==> config.mk <==
export PLATFORM = sky130hd
export DESIGN_NAME = rtl_ctrl
export DESIGN_NICKNAME = d
export VERILOG_FILES = /design/src/rtl/rtl_pkg.sv /design/src/rtl/rtl_ctrl.sv
export SDC_FILE = /design/constraint.sdc
export NUM_CORES = 1
export LEC_CHECK = 0
export ABC_AREA = 1
export CORE_ASPECT_RATIO = 0.9
export CORE_MARGIN = 10
export CORE_UTILIZATION = 50
export DETAILED_ROUTE_END_ITERATION = 7
export DONT_BUFFER_PORTS = 1
export GPL_ROUTABILITY_DRIVEN = 0
export PLACE_DENSITY_LB_ADDON = 0.25
export SLEW_MARGIN = 20
export SYNTH_ARGS = -nofsm -noshare
export SYNTH_HDL_FRONTEND = slang
export SYNTH_SLANG_ARGS = --single-unit
export TNS_END_PERCENT = 1
==> constraint.sdc <==
create_clock -name clk_i -period 1.6 [get_ports clk_i]
set_clock_uncertainty 0.15 [all_clocks]
set_input_delay 0.08 -clock clk_i [delete_from_list [all_inputs] [get_ports clk_i]]
set_output_delay 0.08 -clock clk_i [all_outputs]
set_load 0.01 [all_outputs]
==> src/rtl/rtl_pkg.sv <==
`default_nettype none
package rtl_pkg;

  localparam int unsigned ModeW    = 3;
  localparam int unsigned StatusW  = 2;
  localparam int unsigned IndexW   = 12;
  localparam int unsigned BaseW    = 12;
  localparam int unsigned CountW   = 11;
  localparam int unsigned YesW     = 11;
  localparam int unsigned NoW      = 10;
  localparam int unsigned QnumW    = 8;
  localparam int unsigned KindW    = 6;
  localparam int unsigned WordW    = 32;
  localparam int unsigned TreesCfgW = 5;
  localparam int unsigned QuesCfgW = 9;
  localparam int unsigned CfgW     = 9;
  localparam int unsigned CfgIdxW  = 1;

  localparam logic [ModeW-1:0] ModeTree  = 3'd0;
  localparam logic [ModeW-1:0] ModeNode  = 3'd1;
  localparam logic [ModeW-1:0] ModeQues  = 3'd2;
  localparam logic [ModeW-1:0] ModePool  = 3'd3;
  localparam logic [ModeW-1:0] ModeFeat  = 3'd4;
  localparam logic [ModeW-1:0] ModeWalk  = 3'd5;

  localparam logic [StatusW-1:0] StOk     = 2'd0;
  localparam logic [StatusW-1:0] StOob    = 2'd1;
  localparam logic [StatusW-1:0] StFormat = 2'd2;

  localparam logic [CfgIdxW-1:0] CfgTrees = 1'b0;
  localparam logic [CfgIdxW-1:0] CfgQues  = 1'b1;

  // Commands from the controller to the datapath.
  typedef struct packed {
    logic write;      // apply a load beat to the tables
    logic start;      // latch tree header, node := 0
    logic rd_node;    // read node tables at current address
    logic rd_ques;    // read question table entry
    logic scan_start; // set scan position to value set base, read feature value
    logic scan_rd;    // read pool at scan position, advance
    logic take_yes;
    logic take_no;
  } rtl_cmd_t;

  // Status from the datapath to the controller.
  typedef struct packed {
    logic tree_oob;
    logic tree_empty;
    logic node_bad;   // node index or address out of range
    logic is_leaf;
    logic ques_bad;   // question number or value set out of range
    logic scan_done;  // no more pool entries to read
    logic hit;        // registered pool word equals feature value
  } rtl_sts_t;

endpackage
`default_nettype wire

==> src/rtl/rtl_ctrl.sv <==
`default_nettype none
module rtl_ctrl
  import rtl_pkg::*;
#(
  parameter int unsigned STEP_LIMIT = 256
) (
  input  wire logic               clk_i,
  input  wire logic               rst_ni,
  input  wire logic               in_valid_i,
  output logic                    in_ready_o,
  input  wire logic [ModeW-1:0]   mode_i,
  output logic                    out_valid_o,
  input  wire logic               out_ready_i,
  output logic [StatusW-1:0]      status_o,
  output logic                    load_leaf_o,
  output rtl_cmd_t                cmd_o,
  input  rtl_sts_t                sts_i
);

  localparam int unsigned StepW = $clog2(STEP_LIMIT + 1);

  typedef enum logic [7:0] {
    SIdle  = 8'b00000001,
    SHead  = 8'b00000010,
    SNode  = 8'b00000100,
    SCheck = 8'b00001000,
    SQues  = 8'b00010000,
    SScan  = 8'b00100000,
    SCmp   = 8'b01000000,
    SOut   = 8'b10000000
  } state_e;

  state_e state_q, state_d;
  logic [StepW-1:0] steps_q, steps_d;
  logic [StatusW-1:0] status_q, status_d;
  logic load_leaf;

  logic accept;
  assign in_ready_o  = (state_q == SIdle);
  assign accept      = in_valid_i && in_ready_o;
  assign out_valid_o = (state_q == SOut);
  assign status_o    = status_q;
  assign load_leaf_o = load_leaf;

  always_comb begin
    state_d  = state_q;
    steps_d  = steps_q;
    status_d = status_q;
    cmd_o    = '0;
    load_leaf = 1'b0;
    unique case (state_q)
      SIdle: begin
        if (accept) begin
          if (mode_i == ModeWalk) begin
            cmd_o.start = 1'b1;
            steps_d = '0;
            state_d = SHead;
          end else begin
            cmd_o.write = 1'b1;
          end
        end
      end
      SHead: begin
        if (sts_i.tree_oob) begin
          status_d = StOob;
          state_d = SOut;
        end else if (sts_i.tree_empty) begin
          status_d = StFormat;
          state_d = SOut;
        end else begin
          state_d = SNode;
        end
      end
      SNode: begin
        if (steps_q == StepW'(STEP_LIMIT) || sts_i.node_bad) begin
          status_d = StFormat;
          state_d = SOut;
        end else begin
          cmd_o.rd_node = 1'b1;
          steps_d = steps_q + 1'b1;
          state_d = SCheck;
        end
      end
      SCheck: begin
        if (sts_i.is_leaf) begin
          load_leaf = 1'b1;
          status_d = StOk;
          state_d = SOut;
        end else begin
          cmd_o.rd_ques = 1'b1;
          state_d = SQues;
        end
      end
      SQues: begin
        if (sts_i.ques_bad) begin
          status_d = StFormat;
          state_d = SOut;
        end else begin
          cmd_o.scan_start = 1'b1;
          state_d = SScan;
        end
      end
      SScan: begin
        if (sts_i.scan_done) begin
          cmd_o.take_no = 1'b1;
          state_d = SNode;
        end else begin
          cmd_o.scan_rd = 1'b1;
          state_d = SCmp;
        end
      end
      SCmp: begin
        if (sts_i.hit) begin
          cmd_o.take_yes = 1'b1;
          state_d = SNode;
        end else begin
          state_d = SScan;
        end
      end
      SOut: begin
        if (out_ready_i) state_d = SIdle;
      end
      default: state_d = SIdle;
    endcase
  end

  always_ff @(posedge clk_i or negedge rst_ni) begin
    if (!rst_ni) begin
      state_q  <= SIdle;
      steps_q  <= '0;
      status_q <= StOk;
    end else begin
      state_q  <= state_d;
      steps_q  <= steps_d;
      status_q <= status_d;
    end
  end

`ifndef SYNTHESIS
  a_ready_only_idle: assert property (@(posedge clk_i) disable iff (!rst_ni)
    in_ready_o |-> !out_valid_o) else $error("ready while result pending");
  a_steps_bounded: assert property (@(posedge clk_i) disable iff (!rst_ni)
    steps_q <= StepW'(STEP_LIMIT)) else $error("step counter overrun");
  a_walk_starts: assert property (@(posedge clk_i) disable iff (!rst_ni)
    (accept && mode_i == ModeWalk) |=> state_q == SHead)
    else $error("traverse not started");
`endif

endmodule
`default_nettype wire

[Word-level counts from Yosys, hierarchy flattened]
Index checks and enable logic that the tools add are counted.
Storage, ports and cells
  register bits: 19
  bits in latches: 0
  memory bits (writable): 0
  memory bits (read-only): 0
  bits of input ports: 14
  output and inout bits: 13
  word-level logic and storage cells: 68
  memories kept: 0
Cells by class
  add/subtract/negate cells: 1
  $mul: 0
  div/mod/pow operators: 0
  $lt $le $gt $ge: 0
  eq/ne operators: 18
  shift-type cells: 0
  multiplexer cells: 39
  bitwise operators: 0
  reduce and logical (&&, ||, !) cells: 7
Operators by type and width (number)
  two-way mux 8 bit: 8
  case mux 8 bit (8 select lines): 1
  two-way mux 9 bit: 3
  case mux 9 bit (2 select lines): 1
  two-way mux 1 bit: 16
  two-way mux 2 bit: 7
  adder 9 x 1 -> 9 bit, second input constant: 1
  == test 9 bit, second input constant: 1
  == test 8 x 1 -> 1 bit, second input constant: 1
  == test 8 x 2 -> 1 bit, second input constant: 1
  == test 8 x 3 -> 1 bit, second input constant: 1
  == test 8 x 4 -> 1 bit, second input constant: 1
  == test 8 x 5 -> 1 bit, second input constant: 1
  == test 8 x 6 -> 1 bit, second input constant: 1
  == test 8 x 7 -> 1 bit, second input constant: 1
  == test 8 bit, second input constant: 1
  != test 2 bit, second input constant: 4
  case mux 2 bit (4 select lines): 1
  two-way mux 7 bit: 1
  two-way mux 6 bit: 1
  != test 2 x 1 -> 1 bit, second input constant: 3
  AND reduction 5 bit: 1
  AND reduction 4 bit: 1
  nonzero test 4 bit: 1
  6 further kinds: 6

[Depth between registers and ports, before layout]
  depth in word-level cells: 4
  mapped depth: 12
  depth with buffers taken out: 12

[Worst setup path after synthesis]
No wires, ideal clock.
  path kind: register to register
  from: reg steps_q[0]
  to: reg steps_q[5]
  library setup time: 0.117 ns
  data arrival time: 1.289 ns
  data required time: 1.333 ns
  slack: 0.045 ns
  stages on the path, launching flop included: 13
  path buffers: 0
  period minus slack after synthesis: 1.555 ns
  cell sequence: dfrtp_1 inv_1 ha_1 nand2_1 inv_1 nand2_1 nor2_1 nor2_2 nand2_4 nand2_4 nand2_4 nand2_1 nand2_1
On the way
  longest elaborated chain between the ends: 4
  elaborated cells between the ends (all ways): 7
  those cells by class: 1 x add/sub; 2 x eq/ne; 2 x mux; 2 x reduce/logical
RTL lines
  from (decl): RTL line rtl_ctrl.sv:34  | logic [StepW-1:0] steps_q, steps_d;
  from (signal assigned): RTL line rtl_ctrl.sv:134  | steps_q <= steps_d;
  parallel branches: the longest is 4 deep, another holds adder 9 x 1 -> 9 bit
Parallel ways; which one is timed is not known. The select of a mux whose other input is x is not followed.
A chain may end at the register's enable or synchronous reset.

==> flow_summary.json <==
{
  "yosysUniqueCellTypes": 25,
  "crit_chain": "nor2_4 -> nand2_4 -> inv_6 -> nand2_4 -> inv_4 -> nand2_4 -> a31oi_4",
  "synthCells": 194,
  "vias": 1376,
  "clockBufferDepth": 2,
  "seq_power_share_pct": 39.6,
  "hpwl_um": 2506,
  "ys_seq_area_share_pct": 36.60,
  "ioPinCount": 27,
  "finalHoldViolations": 0,
  "swShare_pct": 41.09,
  "synthTopCellsByCount": "58 x nand2_1, 31 x nor2_1, 25 x nand3_1",
  "p_comb_share_pct": 42.3,
  "diodes": 0,
  "crit_top_cell": "nand2_4",
  "violations": "negative setup slack",
  "cp.arrival_ns": 1.48,
  "fillers": 169,
  "grt_use_total_pct": 15.60,
  "root_buffer": "clkbuf_4",
  "postSynthAreaPerCell_um2": 6.714,
  "cp_slowest_cell": "dfrtp_1",
  "grt_pass1_wl_um": 6265,
  "maxCapViolations": 0,
  "worst_slack_ns": -0.1055,
  "whs_ns": 0.03537,
  "hold_path.class": "in -> out",
  "synth_warnings": 0,
  "internal_power_mw": 0.8488,
  "crit_fanout": 6,
  "cp_top_family": "flip-flops",
  "ys_ff_latch": 19,
  "drt_iter0_markers": 74,
  "syn_area_um2": 1302,
  "power_leakage_nw": 0.9172,
  "die_y_um": 68.42,
  "yosysMostFrequentCell": "nand2_1",
  "cts.sinks": 19,
  "finalWirelength_um": 3845,
  "h-tree-depth": 1,
  "post-route-period-util_pct": 106.6,
  "cts_tree": "done",
  "die_x_um": 73.80,
  "end_kind": "output port",
  "pwr-share-clk_pct": 18.1,
  "routedWlPerCell_um": 14.85,
  "required_ns": 1.37,
  "critPathBufInv": 2,
  "synth_edf_count": 0,
  "port_buffers": 0,
  "yosysTopAreaCell": "dfrtp_1",
  "dr.pass1.iters": 4,
  "viasPerCell": 5.313,
  "clk_pin_slew_ns": 0.12,
  "ant_nets": 0,
  "dieArea_um2": 5049,
  "power.density_nw_per_um2": 785.5,
  "power_mw": 1.441,
  "period_minus_slack_ns": 1.706,
  "cp-start-kind": "register",
  "postLayoutCoreUtil_pct": 74.34,
  "antenna_found_initial": 0,
  "finalSetupViolCount": 17,
  "crit_type": "reg -> out",
  "synth_nets": 210,
  "initial_core_util_pct": 52.79,
  "grt_max_degree": 20,
  "drc": 0,
  "critPathMaxStageDelay_ns": 0.43,
  "syn2layout_area_growth_pct": 40.83,
  "slew_headroom_pct": 40.34,
  "synth_flop_cell": "dfrtp_1",
  "synthArstFlopShare_pct": 100.0,
  "p_sw_mw": 0.5921,
  "overflow": 0,
  "fin_nets": 248,
  "place_ws_ns": -0.002212,
  "clk_latency_ns": 0.31,
  "finalMaxSlewViolations": 0,
  "finalNonFillerCells": 259,
  "irDropWorstVdd_uv": 662.3,
  "ys_top_cells_by_area": "dfrtp_1 35%, nand2_1 17%, nand3_1 9.6%, nor2_1 8.9%, inv_1 6.9%",
  "dp.cells": 231,
  "worst_pin_slew_ns": 0.8919,
  "rows": 17,
  "layout-drive-gt1-share_pct": 31.17,
  "grt_pass1_vias": 1359,
  "numCtsBuffers": 3,
  "core_area_um2": 2467,
  "yosysTopAreaCellShare_pct": 34.58,
  "status": "finished with violations",
  "fmax_mhz": 586.3,
  "rsz0062_at_grt": "yes"
}
==> path summary, 6_finish.rpt <==
path	start	end	cells after the start	slack, ns
worst max-delay path	state_q[7]	cmd_o[7]	7	-0.11
worst min-delay path	sts_i[2]	cmd_o[3]	1	0.04
worst max register to register	state_q[0]	steps_q[5]	11	-0.05
worst min register to register	steps_q[7]	steps_q[7]	2	0.41
max in group asynchronous	rst_ni	steps_q[1]	1	0.58
min in group asynchronous	rst_ni	state_q[1]	1	0.17
==> logic make-up after synthesis <==
kind of cell / after synthesis / synth area share (%)
buffers and inverters: 32 / 9.799
xor gates and xnor gates: 2 / 1.345
and+or+nand+nor: 133 / 47.45
adders and majority gates: 2 / 1.921
AOI/OAI and AO/OA: 6 / 2.882
DFF: 19 / 36.60
==> registers in the layout (all words and copies together) (netlist names) <==
register / cells
steps_q: 9
state_q: 8
status_o: 2
==> cell type report <==
class	count	area (um^2)	area share [%]
multi-input cells	143	864.6	47.14
flip-flops and latches	19	476.7	25.99
repair buffers	33	299.0	16.30
inverters	32	132.6	7.231
well taps	28	35.03	1.910
clock buffers	4	26.28	1.432
==> routing by layer <==
layer,vias up,GRT usage (%),share of wire (%)
li1,679,-,-
met1,658,16.88,38
met2,33,28.30,54
met3,6,4.769,6.2
met4,0,5.349,1.6
met5,-,0,0
==> placed cells by master, fill, tap and decap left out, drive strengths merged, types with 2 or more instances in the layout <==
| master | synthesis | layout |
|---|---|---|
| nand2 | 65 | 65 |
| inv | 32 | 32 |
| ha | 2 | 2 |
| nor3 | 2 | 2 |
| nand4 | 2 | 2 |
| nand3 | 25 | 25 |
| dfrtp | 18 | 18 |
| nor2 | 35 | 35 |
| nor3b | 2 | 2 |
| buf | 0 | 20 |
| dlygate4sd3 | 0 | 13 |
| clkbuf | 0 | 4 |
| o21ai | 3 | 3 |
==> through the flow <==
stage	area, um^2	setup TNS [ns]
2_1_floorplan	1303	0
3_3_place_gp	1405	0
3_5_place_dp	1405	-0.002212
4_1_cts	1742	-1.083
5_1_grt	1834	-2.701
6_report	1834	-0.8041
==> power by group through the flow <==
stage / Sequential (mW) / Clock (mW) / Combinational, mW
2_1_floorplan: 0.570 / 0 / 0.313
3_3_place_gp: 0.577 / 0 / 0.384
3_5_place_dp: 0.579 / 0 / 0.399
4_1_cts: 0.573 / 0.267 / 0.527
5_1_grt: 0.574 / 0.292 / 0.663
6_report: 0.571 / 0.261 / 0.609
==> what timing repair did <==
action	4_1_cts	5_1_grt
hold buffers	13	0
endpoints found under the setup margin	17	24
buffers inserted	10	2
gates resized for setup	31	21
endpoints found under the hold margin	29	0
pin swaps	12	6
(Power assumes the default switching activity.)
